<file path="config.mk">
export PLATFORM = sky130hd
export DESIGN_NAME = md5_hash_engine_unit
export DESIGN_NICKNAME = d
export VERILOG_FILES = /design/src/hw/rtl/md5he_pkg.sv /design/src/hw/rtl/md5_hash_engine_unit.sv
export SDC_FILE = /design/constraint.sdc
export NUM_CORES = 2
export LEC_CHECK = 0
export BUFFER_PORTS_ARGS = -buffer_cell sky130_fd_sc_hd__buf_4
export CORE_MARGIN = 10
export CORE_UTILIZATION = 58
export DETAILED_ROUTE_END_ITERATION = 16
export PLACE_DENSITY = 0.85
export SYNTH_ARGS = -nofsm -noshare
export SYNTH_HDL_FRONTEND = slang
export SYNTH_MEMORY_MAX_BITS = 65536
export SYNTH_SLANG_ARGS = --single-unit
</file>
<file path="constraint.sdc">
create_clock -name clock -period 7.4 [get_ports clock]
set_clock_uncertainty 0.05 [all_clocks]
set_input_delay 1.48 -clock clock [delete_from_list [all_inputs] [get_ports clock]]
set_output_delay 1.48 -clock clock [all_outputs]
set_load 0.05 [all_outputs]
</file>
<file path="src/hw/rtl/md5he_pkg.sv">
// Package for the MD5 hash engine: state type, initial values and round tables.
`timescale 1ns / 1ps
`default_nettype none

package md5he_pkg;

   typedef logic [31:0] md5he_word_type;

   typedef enum logic [3:0] {
      ST_IDLE,
      ST_BYTES,
      ST_MARK,
      ST_PAD,
      ST_LEN,
      ST_INIT,
      ST_ROUND,
      ST_FOLD,
      ST_SEND
   } md5he_state_type;

   localparam md5he_word_type INIT_A = 32'h67452301;
   localparam md5he_word_type INIT_B = 32'hEFCDAB89;
   localparam md5he_word_type INIT_C = 32'h98BADCFE;
   localparam md5he_word_type INIT_D = 32'h10325476;

   localparam logic [7:0] PAD_MARK   = 8'h80;
   localparam logic [5:0] LEN_OFFSET = 6'd56;
   localparam logic [5:0] LAST_STEP  = 6'd63;
   localparam logic [5:0] LAST_BYTE  = 6'd63;
   localparam logic [5:0] LAST_WORD  = 6'd60;
   localparam logic [2:0] FULL_COUNT = 3'd4;

   // Additive constant of each of the 64 steps.
   function automatic md5he_word_type round_const(input logic [5:0] st);
      md5he_word_type k;
      case (st)
         6'd0:  k = 32'hD76AA478;  6'd1:  k = 32'hE8C7B756;
         6'd2:  k = 32'h242070DB;  6'd3:  k = 32'hC1BDCEEE;
         6'd4:  k = 32'hF57C0FAF;  6'd5:  k = 32'h4787C62A;
         6'd6:  k = 32'hA8304613;  6'd7:  k = 32'hFD469501;
         6'd8:  k = 32'h698098D8;  6'd9:  k = 32'h8B44F7AF;
         6'd10: k = 32'hFFFF5BB1;  6'd11: k = 32'h895CD7BE;
         6'd12: k = 32'h6B901122;  6'd13: k = 32'hFD987193;
         6'd14: k = 32'hA679438E;  6'd15: k = 32'h49B40821;
         6'd16: k = 32'hF61E2562;  6'd17: k = 32'hC040B340;
         6'd18: k = 32'h265E5A51;  6'd19: k = 32'hE9B6C7AA;
         6'd20: k = 32'hD62F105D;  6'd21: k = 32'h02441453;
         6'd22: k = 32'hD8A1E681;  6'd23: k = 32'hE7D3FBC8;
         6'd24: k = 32'h21E1CDE6;  6'd25: k = 32'hC33707D6;
         6'd26: k = 32'hF4D50D87;  6'd27: k = 32'h455A14ED;
         6'd28: k = 32'hA9E3E905;  6'd29: k = 32'hFCEFA3F8;
         6'd30: k = 32'h676F02D9;  6'd31: k = 32'h8D2A4C8A;
         6'd32: k = 32'hFFFA3942;  6'd33: k = 32'h8771F681;
         6'd34: k = 32'h6D9D6122;  6'd35: k = 32'hFDE5380C;
         6'd36: k = 32'hA4BEEA44;  6'd37: k = 32'h4BDECFA9;
         6'd38: k = 32'hF6BB4B60;  6'd39: k = 32'hBEBFBC70;
         6'd40: k = 32'h289B7EC6;  6'd41: k = 32'hEAA127FA;
         6'd42: k = 32'hD4EF3085;  6'd43: k = 32'h04881D05;
         6'd44: k = 32'hD9D4D039;  6'd45: k = 32'hE6DB99E5;
         6'd46: k = 32'h1FA27CF8;  6'd47: k = 32'hC4AC5665;
         6'd48: k = 32'hF4292244;  6'd49: k = 32'h432AFF97;
         6'd50: k = 32'hAB9423A7;  6'd51: k = 32'hFC93A039;
         6'd52: k = 32'h655B59C3;  6'd53: k = 32'h8F0CCC92;
         6'd54: k = 32'hFFEFF47D;  6'd55: k = 32'h85845DD1;
         6'd56: k = 32'h6FA87E4F;  6'd57: k = 32'hFE2CE6E0;
         6'd58: k = 32'hA3014314;  6'd59: k = 32'h4E0811A1;
         6'd60: k = 32'hF7537E82;  6'd61: k = 32'hBD3AF235;
         6'd62: k = 32'h2AD7D2BB;  6'd63: k = 32'hEB86D391;
         default: k = 32'hEB86D391;
      endcase
      return k;
   endfunction

   // Left rotation of each step: four amounts per group of sixteen steps.
   function automatic logic [4:0] rot_amount(input logic [5:0] st);
      logic [4:0] r;
      case ({st[5:4], st[1:0]})
         4'd0:  r = 5'd7;   4'd1:  r = 5'd12;  4'd2:  r = 5'd17;  4'd3:  r = 5'd22;
         4'd4:  r = 5'd5;   4'd5:  r = 5'd9;   4'd6:  r = 5'd14;  4'd7:  r = 5'd20;
         4'd8:  r = 5'd4;   4'd9:  r = 5'd11;  4'd10: r = 5'd16;  4'd11: r = 5'd23;
         4'd12: r = 5'd6;   4'd13: r = 5'd10;  4'd14: r = 5'd15;  4'd15: r = 5'd21;
         default: r = 5'd7;
      endcase
      return r;
   endfunction

   // Message word used by a step; the index is formed mod 16 from the step's low four bits, its top two pick the round.
   function automatic logic [3:0] msg_index(input logic [5:0] st);
      logic [3:0] l;
      logic [3:0] m;
      l = st[3:0];
      case (st[5:4])
         2'd0:    m = l;
         2'd1:    m = (l << 2) + l + 4'd1;
         2'd2:    m = (l << 1) + l + 4'd5;
         2'd3:    m = (l << 3) - l;
         default: m = l;
      endcase
      return m;
   endfunction

   function automatic md5he_word_type rotl32(input md5he_word_type v, input logic [4:0] s);
      logic [63:0] w;
      w = {v, v} << s;
      return w[63:32];
   endfunction

endpackage

`default_nettype wire

</file>
<file path="src/hw/rtl/md5_hash_engine_unit.sv">
// MD5 hash engine: byte packing, padding, one-step-per-cycle compression and digest output.
`timescale 1ns / 1ps
`default_nettype none

// Channel   Direction  Payload
// req_      in         tdata: data_word; tuser: byte_count; tlast: last_item
// rsp_      out        tdata: digest_word; tuser: word_index; tlast: final_word
//
// A full request on a word boundary of the block buffer is written as a whole word; any other
// request is unpacked byte by byte. Each full 64-byte block then passes through the single
// round unit: the working words are loaded, 64 steps run, and the result is folded into the chain.
// A last request adds the 0x80 mark, zero fill (a word per cycle when aligned, paused while a
// full block is compressed), the two length words and one or two compressions, then four
// digest words, one per beat. req_tready is high only while idle, rsp_tready may stall the
// digest words without limit, and the synchronous reset restores the standard chaining values.
module md5_hash_engine_unit
   import md5he_pkg::*;
(
   input  wire logic        clock,
   input  wire logic        reset,

   input  wire logic        req_tvalid,
   output logic             req_tready,
   input  wire logic [31:0] req_tdata,   // [31:0] data_word
   input  wire logic [2:0]  req_tuser,   // [2:0] byte_count
   input  wire logic        req_tlast,   // last_item

   output logic             rsp_tvalid,
   input  wire logic        rsp_tready,
   output logic [31:0]      rsp_tdata,   // [31:0] digest_word
   output logic [1:0]       rsp_tuser,   // [1:0] word_index
   output logic             rsp_tlast    // final_word
);

   md5he_state_type state_ff, state_in;
   md5he_state_type ret_ff, ret_in;      // where to resume after a compression

   logic [5:0]     fill_ff, fill_in;
   logic [63:0]    total_ff, total_in;
   logic [5:0]     step_ff, step_in;
   logic [31:0]    data_ff, data_in;
   logic [2:0]     cnt_ff, cnt_in;
   logic           last_ff, last_in;
   logic [1:0]     widx_ff, widx_in;
   md5he_word_type tmp_ff, tmp_in;
   md5he_word_type chain_ff [4];
   md5he_word_type chain_in [4];
   md5he_word_type work_ff [4];
   md5he_word_type work_in [4];
   md5he_word_type buf_ff [16];

   // Block buffer write port.
   logic           wr_en;
   logic [3:0]     wr_addr;
   logic [3:0]     wr_be;
   md5he_word_type wr_data;
   logic           len_wr;

   logic [2:0]     cnt_clamp;
   logic [5:0]     rd_step;
   md5he_word_type msg_word;
   md5he_word_type f_val;
   md5he_word_type b_new;
   md5he_word_type add_base;
   logic [63:0]    bit_len;
   md5he_state_type after_word;

   assign req_tready = (state_ff == ST_IDLE);
   assign rsp_tvalid = (state_ff == ST_SEND);
   assign rsp_tdata  = chain_ff[widx_ff];
   assign rsp_tuser  = widx_ff;
   assign rsp_tlast  = (widx_ff == 2'd3);

   // Counts above four are taken as four.
   assign cnt_clamp = (req_tuser > FULL_COUNT) ? FULL_COUNT : req_tuser;
   assign bit_len   = {total_ff[60:0], 3'b000};

   // The next step's sum a + K + M is formed ahead of time and registered in tmp_ff: its a is today's d.
   assign rd_step  = (state_ff == ST_ROUND) ? step_ff + 6'd1 : 6'd0;
   assign msg_word = buf_ff[msg_index(rd_step)];
   assign add_base = (state_ff == ST_ROUND) ? work_ff[3] : chain_ff[0];

   always_comb begin
      case (step_ff[5:4])
         2'd0:    f_val = (work_ff[1] & work_ff[2]) | (~work_ff[1] & work_ff[3]);
         2'd1:    f_val = (work_ff[1] & work_ff[3]) | (work_ff[2] & ~work_ff[3]);
         2'd2:    f_val = work_ff[1] ^ work_ff[2] ^ work_ff[3];
         2'd3:    f_val = work_ff[2] ^ (work_ff[1] | ~work_ff[3]);
         default: f_val = '0;
      endcase
   end

   assign b_new = work_ff[1] + rotl32(tmp_ff + f_val, rot_amount(step_ff));

   assign after_word = req_tlast ? ST_MARK : ST_IDLE;

   always_comb begin
      state_in = state_ff;
      ret_in   = ret_ff;
      fill_in  = fill_ff;
      total_in = total_ff;
      step_in  = step_ff;
      data_in  = data_ff;
      cnt_in   = cnt_ff;
      last_in  = last_ff;
      widx_in  = widx_ff;
      tmp_in   = tmp_ff;
      chain_in = chain_ff;
      work_in  = work_ff;
      wr_en    = 1'b0;
      wr_addr  = fill_ff[5:2];
      wr_be    = 4'b0001 << fill_ff[1:0];
      wr_data  = '0;
      len_wr   = 1'b0;

      case (state_ff)
         ST_IDLE: begin
            if (req_tvalid) begin
               if ((fill_ff[1:0] == 2'd0) && (cnt_clamp == FULL_COUNT)) begin
                  // Aligned full word goes straight into the buffer.
                  wr_en    = 1'b1;
                  wr_be    = 4'hF;
                  wr_data  = req_tdata;
                  fill_in  = fill_ff + 6'd4;
                  total_in = total_ff + 64'd4;
                  if (fill_ff == LAST_WORD) begin
                     ret_in   = after_word;
                     state_in = ST_INIT;
                  end else begin
                     state_in = after_word;
                  end
               end else begin
                  data_in  = req_tdata;
                  cnt_in   = cnt_clamp;
                  last_in  = req_tlast;
                  state_in = ST_BYTES;
               end
            end
         end

         ST_BYTES: begin
            if (cnt_ff == 3'd0) begin
               state_in = last_ff ? ST_MARK : ST_IDLE;
            end else begin
               wr_en    = 1'b1;
               wr_data  = {4{data_ff[7:0]}};
               data_in  = data_ff >> 8;
               cnt_in   = cnt_ff - 3'd1;
               fill_in  = fill_ff + 6'd1;
               total_in = total_ff + 64'd1;
               if (fill_ff == LAST_BYTE) begin
                  ret_in   = ST_BYTES;
                  state_in = ST_INIT;
               end
            end
         end

         ST_MARK: begin
            wr_en   = 1'b1;
            wr_data = {4{PAD_MARK}};
            fill_in = fill_ff + 6'd1;
            ret_in  = ST_PAD;
            state_in = (fill_ff == LAST_BYTE) ? ST_INIT : ST_PAD;
         end

         ST_PAD: begin
            if (fill_ff == LEN_OFFSET) begin
               state_in = ST_LEN;
            end else if (fill_ff[1:0] == 2'd0) begin
               wr_en   = 1'b1;
               wr_be   = 4'hF;
               fill_in = fill_ff + 6'd4;
               ret_in  = ST_PAD;
               if (fill_ff == LAST_WORD) begin
                  state_in = ST_INIT;
               end
            end else begin
               wr_en   = 1'b1;
               fill_in = fill_ff + 6'd1;
               ret_in  = ST_PAD;
               if (fill_ff == LAST_BYTE) begin
                  state_in = ST_INIT;
               end
            end
         end

         ST_LEN: begin
            len_wr   = 1'b1;
            fill_in  = '0;
            ret_in   = ST_SEND;
            state_in = ST_INIT;
         end

         ST_INIT: begin
            work_in  = chain_ff;
            tmp_in   = add_base + round_const(rd_step) + msg_word;
            step_in  = '0;
            state_in = ST_ROUND;
         end

         ST_ROUND: begin
            work_in[0] = work_ff[3];
            work_in[1] = b_new;
            work_in[2] = work_ff[1];
            work_in[3] = work_ff[2];
            tmp_in     = add_base + round_const(rd_step) + msg_word;
            step_in    = step_ff + 6'd1;
            if (step_ff == LAST_STEP) begin
               state_in = ST_FOLD;
            end
         end

         ST_FOLD: begin
            for (int i = 0; i < 4; i++) begin
               chain_in[i] = chain_ff[i] + work_ff[i];
            end
            state_in = ret_ff;
         end

         ST_SEND: begin
            if (rsp_tready) begin
               widx_in = widx_ff + 2'd1;
               if (widx_ff == 2'd3) begin
                  chain_in[0] = INIT_A;
                  chain_in[1] = INIT_B;
                  chain_in[2] = INIT_C;
                  chain_in[3] = INIT_D;
                  total_in    = '0;
                  state_in    = ST_IDLE;
               end
            end
         end

         default: begin
            state_in = ST_IDLE;
         end
      endcase
   end

   always_ff @(posedge clock) begin
      if (reset) begin
         state_ff    <= ST_IDLE;
         ret_ff      <= ST_IDLE;
         fill_ff     <= '0;
         total_ff    <= '0;
         step_ff     <= '0;
         widx_ff     <= '0;
         chain_ff[0] <= INIT_A;
         chain_ff[1] <= INIT_B;
         chain_ff[2] <= INIT_C;
         chain_ff[3] <= INIT_D;
         work_ff[0]  <= '0;
         work_ff[1]  <= '0;
         work_ff[2]  <= '0;
         work_ff[3]  <= '0;
      end else begin
         state_ff <= state_in;
         ret_ff   <= ret_in;
         fill_ff  <= fill_in;
         total_ff <= total_in;
         step_ff  <= step_in;
         widx_ff  <= widx_in;
         chain_ff <= chain_in;
         work_ff  <= work_in;
      end
   end

   // Payload registers and the block buffer carry no reset.
   always_ff @(posedge clock) begin
      data_ff <= data_in;
      cnt_ff  <= cnt_in;
      last_ff <= last_in;
      tmp_ff  <= tmp_in;
      if (wr_en) begin
         for (int b = 0; b < 4; b++) begin
            if (wr_be[b]) begin
               buf_ff[wr_addr][8*b +: 8] <= wr_data[8*b +: 8];
            end
         end
      end
      if (len_wr) begin
         buf_ff[14] <= bit_len[31:0];
         buf_ff[15] <= bit_len[63:32];
      end
   end

   // The engine never takes a request while a digest is on offer.
   assert property (@(posedge clock) disable iff (reset) !(req_tready && rsp_tvalid))
      else $error("request taken while digest pending");

   // The step counter rests at zero outside the rounds.
   assert property (@(posedge clock) disable iff (reset)
      (state_ff != ST_ROUND) |-> (step_ff == 6'd0))
      else $error("step counter not at rest");

   // Length words are always placed at the padding offset.
   assert property (@(posedge clock) disable iff (reset)
      (state_ff == ST_LEN) |-> (fill_ff == LEN_OFFSET))
      else $error("length written at wrong offset");

   // After the last digest word the chaining values and byte count restart.
   assert property (@(posedge clock) disable iff (reset)
      (rsp_tvalid && rsp_tready && rsp_tlast) |=>
         (chain_ff[0] == INIT_A && chain_ff[3] == INIT_D && total_ff == 64'd0))
      else $error("engine did not restart after digest");

endmodule

`default_nettype wire

</file>
* Yosys cells after proc, flatten, opt, wreduce, memory -nomap -nowiden
Memory sizes are Yosys's and may differ from the RTL's. A register that Yosys moved wholly into a read port is not among the register bits.
Index checks and enable logic that the tools add are counted.
** Word-level totals
- ROM bits :: 4176
- Memories kept :: 4
- Output and inout port bits :: 37
- Memory bits (writable) :: 512
- Word-level logic and storage cells :: 205
- Flip-flop bits (word level) :: 410
** Memory list
- (no name shown) :: depth 64, width 32, read ports 1, clocked after memory_dff 0, wr ports 0, RTL line md5he_pkg.sv:36 : case (st)
- (no name shown) :: depth 64, width 32, read ports 1, clocked after memory_dff 0, wr ports 0, RTL line md5he_pkg.sv:36
- buf_ff :: depth 16, width 32, read ports 1, clocked after memory_dff 0, wr ports 2, RTL line md5_hash_engine_unit.sv:50 : md5he_word_type buf_ff [16];
- (no name shown) :: depth 16, width 5, read ports 1, clocked after memory_dff 1, wr ports 0, RTL line md5he_pkg.sv:77 : case ({st[5:4], st[1:0]})
** Operators by class
- Add/subtract/negate cells :: 22
- Order comparisons :: 2
- Shift operators :: 2
- Mux-type cells :: 92
- Bitwise logic cells :: 14
- Reductions and logical operators :: 20
- Equal/unequal tests :: 31
** Operators by type and width (count)
- 128-bit one-hot mux with 2 select lines :: 2
- 32-bit 2-to-1 mux :: 12
- 32-bit adder :: 10
- 64-bit 2-to-1 mux :: 5
- 128-bit 2-to-1 mux :: 2
- 64-bit one-hot mux with 3 select lines :: 1
- 32-bit bitwise AND :: 4
- 32-bit one-hot mux with 2 select lines :: 2
- 32-bit one-hot mux with 4 select lines :: 1
- 4-bit 2-to-1 mux :: 24
- 32-bit OR :: 3
- 32-bit one-hot mux with 3 select lines :: 1
- 32-bit XOR :: 3
- 64-bit by 1-bit adder with 64-bit output (second input constant) :: 1
- 64-bit by 3-bit adder with 64-bit output (second input constant) :: 1
- 32-bit binary-select mux with 2-bit select :: 1
- 32-bit NOT :: 2
- 64-bit by 5-bit left shift with 64-bit output :: 1
- 6-bit 2-to-1 mux :: 6
- 4-bit one-hot mux with 9 select lines :: 1
- 32-bit OR reduction :: 1
- 6-bit one-hot mux with 5 select lines :: 1
- 6-bit equality test (second input constant) :: 4
- 4-bit one-hot mux with 5 select lines :: 1
- 44 further kinds :: 93

* Longest topological paths before layout
- Depth after elaboration :: 11
- Depth in mapped cells :: 34

* Least setup slack after synthesis
OpenSTA, ideal clock, no wires.
- Path kind :: register -> register
- From :: register step_ff[0]
- To :: register tmp_ff[30] (data pin)
- Data required time :: 7092 ps
- Slack :: -519 ps
- Library setup time :: 258 ps
- Arrival time :: 7611 ps
- Stages on the path, launching flop included :: 30
- Period minus slack after synthesis :: 7919 ps
- Cells stage by stage :: dfxtp_1 -> ha_1 -> xor2_1 -> nand2_1 -> clkbuf_1 -> clkbuf_1 -> buf_1 -> ha_1 -> fa_1 -> nand3b_1 -> a21oi_1 -> a21oi_1 -> o21ai_1 -> buf_2 -> clkbuf_1 -> a21oi_1 -> a21oi_1 -> fa_1 -> ha_1 -> a21o_1 -> a21oi_1 -> nor2b_1 -> a211oi_2 -> a31oi_1 -> a221oi_1 -> o21ai_1 -> or4_1 -> a31o_2 -> a21oi_1 -> xnor2_1
** Between the ends
- Word-level cells in the longest chain between the ends :: 8
- Elaborated cells on any way between the ends :: 22
- Those cells by class :: 10 x add/sub; 3 x eq/ne; 5 x mux; 1 x reduce/logical; 3 x memory
** RTL lines
- start, declared :: RTL line md5_hash_engine_unit.sv:40 : logic [5:0] step_ff, step_in;
- start signal, assigned :: RTL line md5_hash_engine_unit.sv:261 : step_ff <= step_in;
- 6-bit by 1-bit adder with 6-bit output (*) :: RTL line md5_hash_engine_unit.sv:79 : assign rd_step = (state_ff == ST_ROUND) ? step_ff + 6'd1 : 6'd0;
- 6-bit 2-to-1 mux (*) :: RTL line md5_hash_engine_unit.sv:79
- parallel branches: the longest is 5 deep, another holds memory 64 x 32 bit
- 32-bit one-hot mux with 2 select lines (*) :: RTL line md5_hash_engine_unit.sv:116 : case (state_ff)
- named net tmp_in[30] :: RTL line md5_hash_engine_unit.sv:45 : md5he_word_type tmp_ff, tmp_in;
- end signal, assigned :: RTL line md5_hash_engine_unit.sv:273 : tmp_ff <= tmp_in;
- end, declared :: RTL line md5_hash_engine_unit.sv:45
Mark *: on every way through the listed nets, which the timed path passes. The select of a mux whose other input is x is not followed.
A chain may end at the register's enable or synchronous reset.

* Worst setup path after layout
- From :: register state_ff[0]
- To :: register tmp_ff[31] (data pin)
** Between the ends
- Word-level cells in the longest chain between the ends :: 8
- Elaborated cells on any way between the ends :: 24
- Those cells by class :: 9 x add/sub; 5 x eq/ne; 6 x mux; 1 x reduce/logical; 3 x memory
** RTL lines
- start, declared :: RTL line md5_hash_engine_unit.sv:35 : md5he_state_type state_ff, state_in;
- start signal, assigned :: RTL line md5_hash_engine_unit.sv:257 : state_ff <= state_in;
- parallel branches: the longest is 7 deep, another holds memory 64 x 32 bit
- 32-bit one-hot mux with 2 select lines (*) :: RTL line md5_hash_engine_unit.sv:116
- named net tmp_in[31] :: RTL line md5_hash_engine_unit.sv:45
Marked as above.

==> reports/metrics.csv <==
metric;value;unit
synth_nets;6849;
rr_startpoint;state_ff[0];
firstDrtPassIters;8;
synth_top_area_frac;0.296;
dp_cells;7678;
yosysMostFrequentCell;nand2_1;
peakVddDrop;0.254;mV
rows;116;
leakage;24.9;nW
drive_gt1_frac;0.113;
yosysSeqAreaShare;0.414;
synthToLayoutAreaGrowth;11.6;%
clockBufferDepth;3;
status;finished, final reports clean;
p_total;0.0144;W
synth.top_cells.by_area;edfxtp_1 30%, dfxtp_1 12%, nand2_1 6.9%;
hold_viol_final;0;
placed_area;0.0616;mm²
grt_pass1_vias;50900;
crit_start;state_ff[0];
crit_fanout;10;
place.gp.congestion;1.06;
cts_tree;yes;
cap_viol_max_count;0;
finalMaxSlewViolations;0;
wire_per_inst;25.3;µm
cts_root_buffer;clkbuf_16;
slowest_stage;fa_1;
worstHoldStart;work_ff[114];
dieArea;0.114;mm²
power.density;220;mW/mm²
grt-ovfl-total;0;
period_needed;7.18;ns
rsz0062_at_grt;true;
n_antenna_cell;0;
nets;6895;
viasPerCell;6.77;
initial_core_util;0.585;
clk-insertion-delay-late;0.71;ns
syn_avg_cell_area;9.08;µm²
vias;53400;
layout_setup_ws;0.219;ns
grt_pass1_wl;301;mm
fmax;0.139;GHz
drt_iter0_drc;6717;
io_pins;77;
cts_hold_buf;0;
synth_cells;6452;
fp.dieH;338;µm
ys_types;108;
die_width;338;µm
crit_required;7.79;ns
drcViolationCount;0;
worstMarginPinSlew;1.32;ns
post-place-ws;-0.0986;ns
multi_input_area;0.0327;mm²
cpPeakStageDelay;0.57;ns
synth_common_cells;1083 x nand2_1, 577 x edfxtp_1, 544 x nor2_1;
hold_class;reg2reg;
fin_crit_sh;0.970;
synthArstFlopShare;0;
dp_hpwl;140;mm
cp-end-kind;flop;
core_area;0.100;mm²
fin_util;0.653;
ys_ff_latch;923;
critical_path_arrival;7.57;ns
critPathCapture;tmp_ff[31];
ff2ff_path_depth;31;
grtUsageTotal;0.337;
synth_area_leader_cell;edfxtp_1;
register_area;0.0243;mm²
port_buffers;76;
cts_max_level;3;
cts.sinks;923;
synth_edf_count;577;
hold_depth;2;
critPathLaunchType;flop;
fillers;7714;
clk_pin_slew;0.06;ns
slew_headroom;0.119;
path_class;reg2reg;
numCtsBuffers;95;
r2r_slack;0.22;ns
postRouteAntennaNets;0;
grt_max_degree;108;
ys.warnings.count;0;
instances_no_fill;7879;
fin_area;0.0654;mm²
setup_viol;0;
netlist_area;0.0586;mm²
antenna_found_initial;2;
r2r-end;tmp_ff[31];
routed_wl;199;mm
synth_ff_type;edfxtp_1;
where the power goes:
| part | leakage, nW | total, W | internal (W) | switching (W) |
|---|---|---|---|---|
| Clock | 1.62 | 0.00503 | 0.00288 | 0.00215 |
| Combinational | 15.2 | 0.00304 | 0.000937 | 0.00210 |
| Sequential | 8.11 | 0.00629 | 0.00616 | 0.000130 |
| Total | 24.9 | 0.0144 | 0.00997 | 0.00438 |
critical path, delay by kind of cell (launching register included):
kind                       cells  cell delay, ns
AOI/OAI and AO/OA             12            2.06
adders and majority gates      5            2.00
and+or+nand+nor                7            1.36
buffers and inverters          6            0.89
DFF                            1            0.38
xor gates and xnor gates       1            0.16
how the worst min path moves through the flow:
stage	endpoint	slack, ns
2_1_floorplan	ret_ff[1]	0.38
3_3_place_gp	ret_ff[1]	0.39
3_5_place_dp	work_ff[105]	0.40
4_1_cts	work_ff[105]	0.41
5_1_grt	work_ff[116]	0.43
6_report	work_ff[114]	0.41
cell usage in the layout, fill, tap and decap left out, drive strengths merged, types with 41 or more instances in the layout:
master / Yosys / routed
a211oi: 216 / 216
a21o: 143 / 143
a21oi: 444 / 444
a221o: 41 / 41
a311oi: 155 / 155
a31oi: 122 / 122
buf: 84 / 368
clkbuf: 336 / 136
dfxtp: 346 / 346
edfxtp: 577 / 577
fa: 43 / 43
ha: 314 / 314
inv: 95 / 101
mux2i: 76 / 76
mux4: 46 / 46
nand2: 1084 / 1084
nand2b: 99 / 99
nand3: 145 / 145
nand4: 44 / 44
nor2: 546 / 546
nor2b: 158 / 158
nor3: 131 / 131
o211ai: 56 / 56
o21a: 48 / 48
o21ai: 322 / 322
o22ai: 50 / 50
xnor2: 175 / 175
xor2: 61 / 61
registers in the layout (all words and copies together), names as in the netlist, named ones only:
register,cells
total_ff,61
cnt_ff,3
state_ff,4
rsp_tuser,2
last_ff,1
step_ff,6
work_ff,128
ret_ff,3
chain_ff,128
fill_ff,6
buf_ff,512
tmp_ff,32
data_ff,32
routing by layer:
| layer | share of wire | wire length [µm] | GRT usage | up-vias |
|---|---|---|---|---|
| met5 | 0.00059 | 117 | 0.00651 | - |
| met4 | 0.071 | 14100 | 0.209 | 4 |
| met3 | 0.11 | 21400 | 0.0677 | 715 |
| met2 | 0.46 | 91100 | 0.543 | 3327 |
| met1 | 0.36 | 72300 | 0.413 | 25300 |
| li1 | - | - | - | 24000 |
cell type report:
type                            count  share of cell area
Timing Repair Buffer              369              0.0474
Inverter                          100             0.00586
Multi-Input combinational cell   5009               0.501
Clock buffer                      135              0.0418
Sequential cell                   923               0.371
Clock inverter                     45             0.00825
Tap cell                         1298              0.0248
through the flow:
step | setup TNS, ns | hold WS (ns)
3_3_place_gp | 0 | 0.391
4_1_cts | 0 | 0.410
6_report | 0 | 0.410
3_5_place_dp | -0.110 | 0.402
5_1_grt | -0.0349 | 0.427
2_1_floorplan | 0 | 0.382
logic make-up after synthesis:
family	after synthesis	synth area share
AOI/OAI and AO/OA	1886	0.218
adders and majority gates	357	0.0817
muxes	142	0.0347
xor gates and xnor gates	236	0.0353
and+or+nand+nor	2388	0.182
DFF	923	0.414
buffers and inverters	520	0.0345
what timing repair did:
| action | in CTS | in global routing |
|---|---|---|
| cloned | 0 | 1 |
| pin swaps | 1 | 17 |
| endpoints found under the setup margin | 2 | 22 |
| gates resized for setup | 2 | 78 |
| buffers inserted | 2 | 18 |
| endpoints found under the hold margin | 0 | 0 |
No activity file was read; power rests on OpenSTA's default activity.
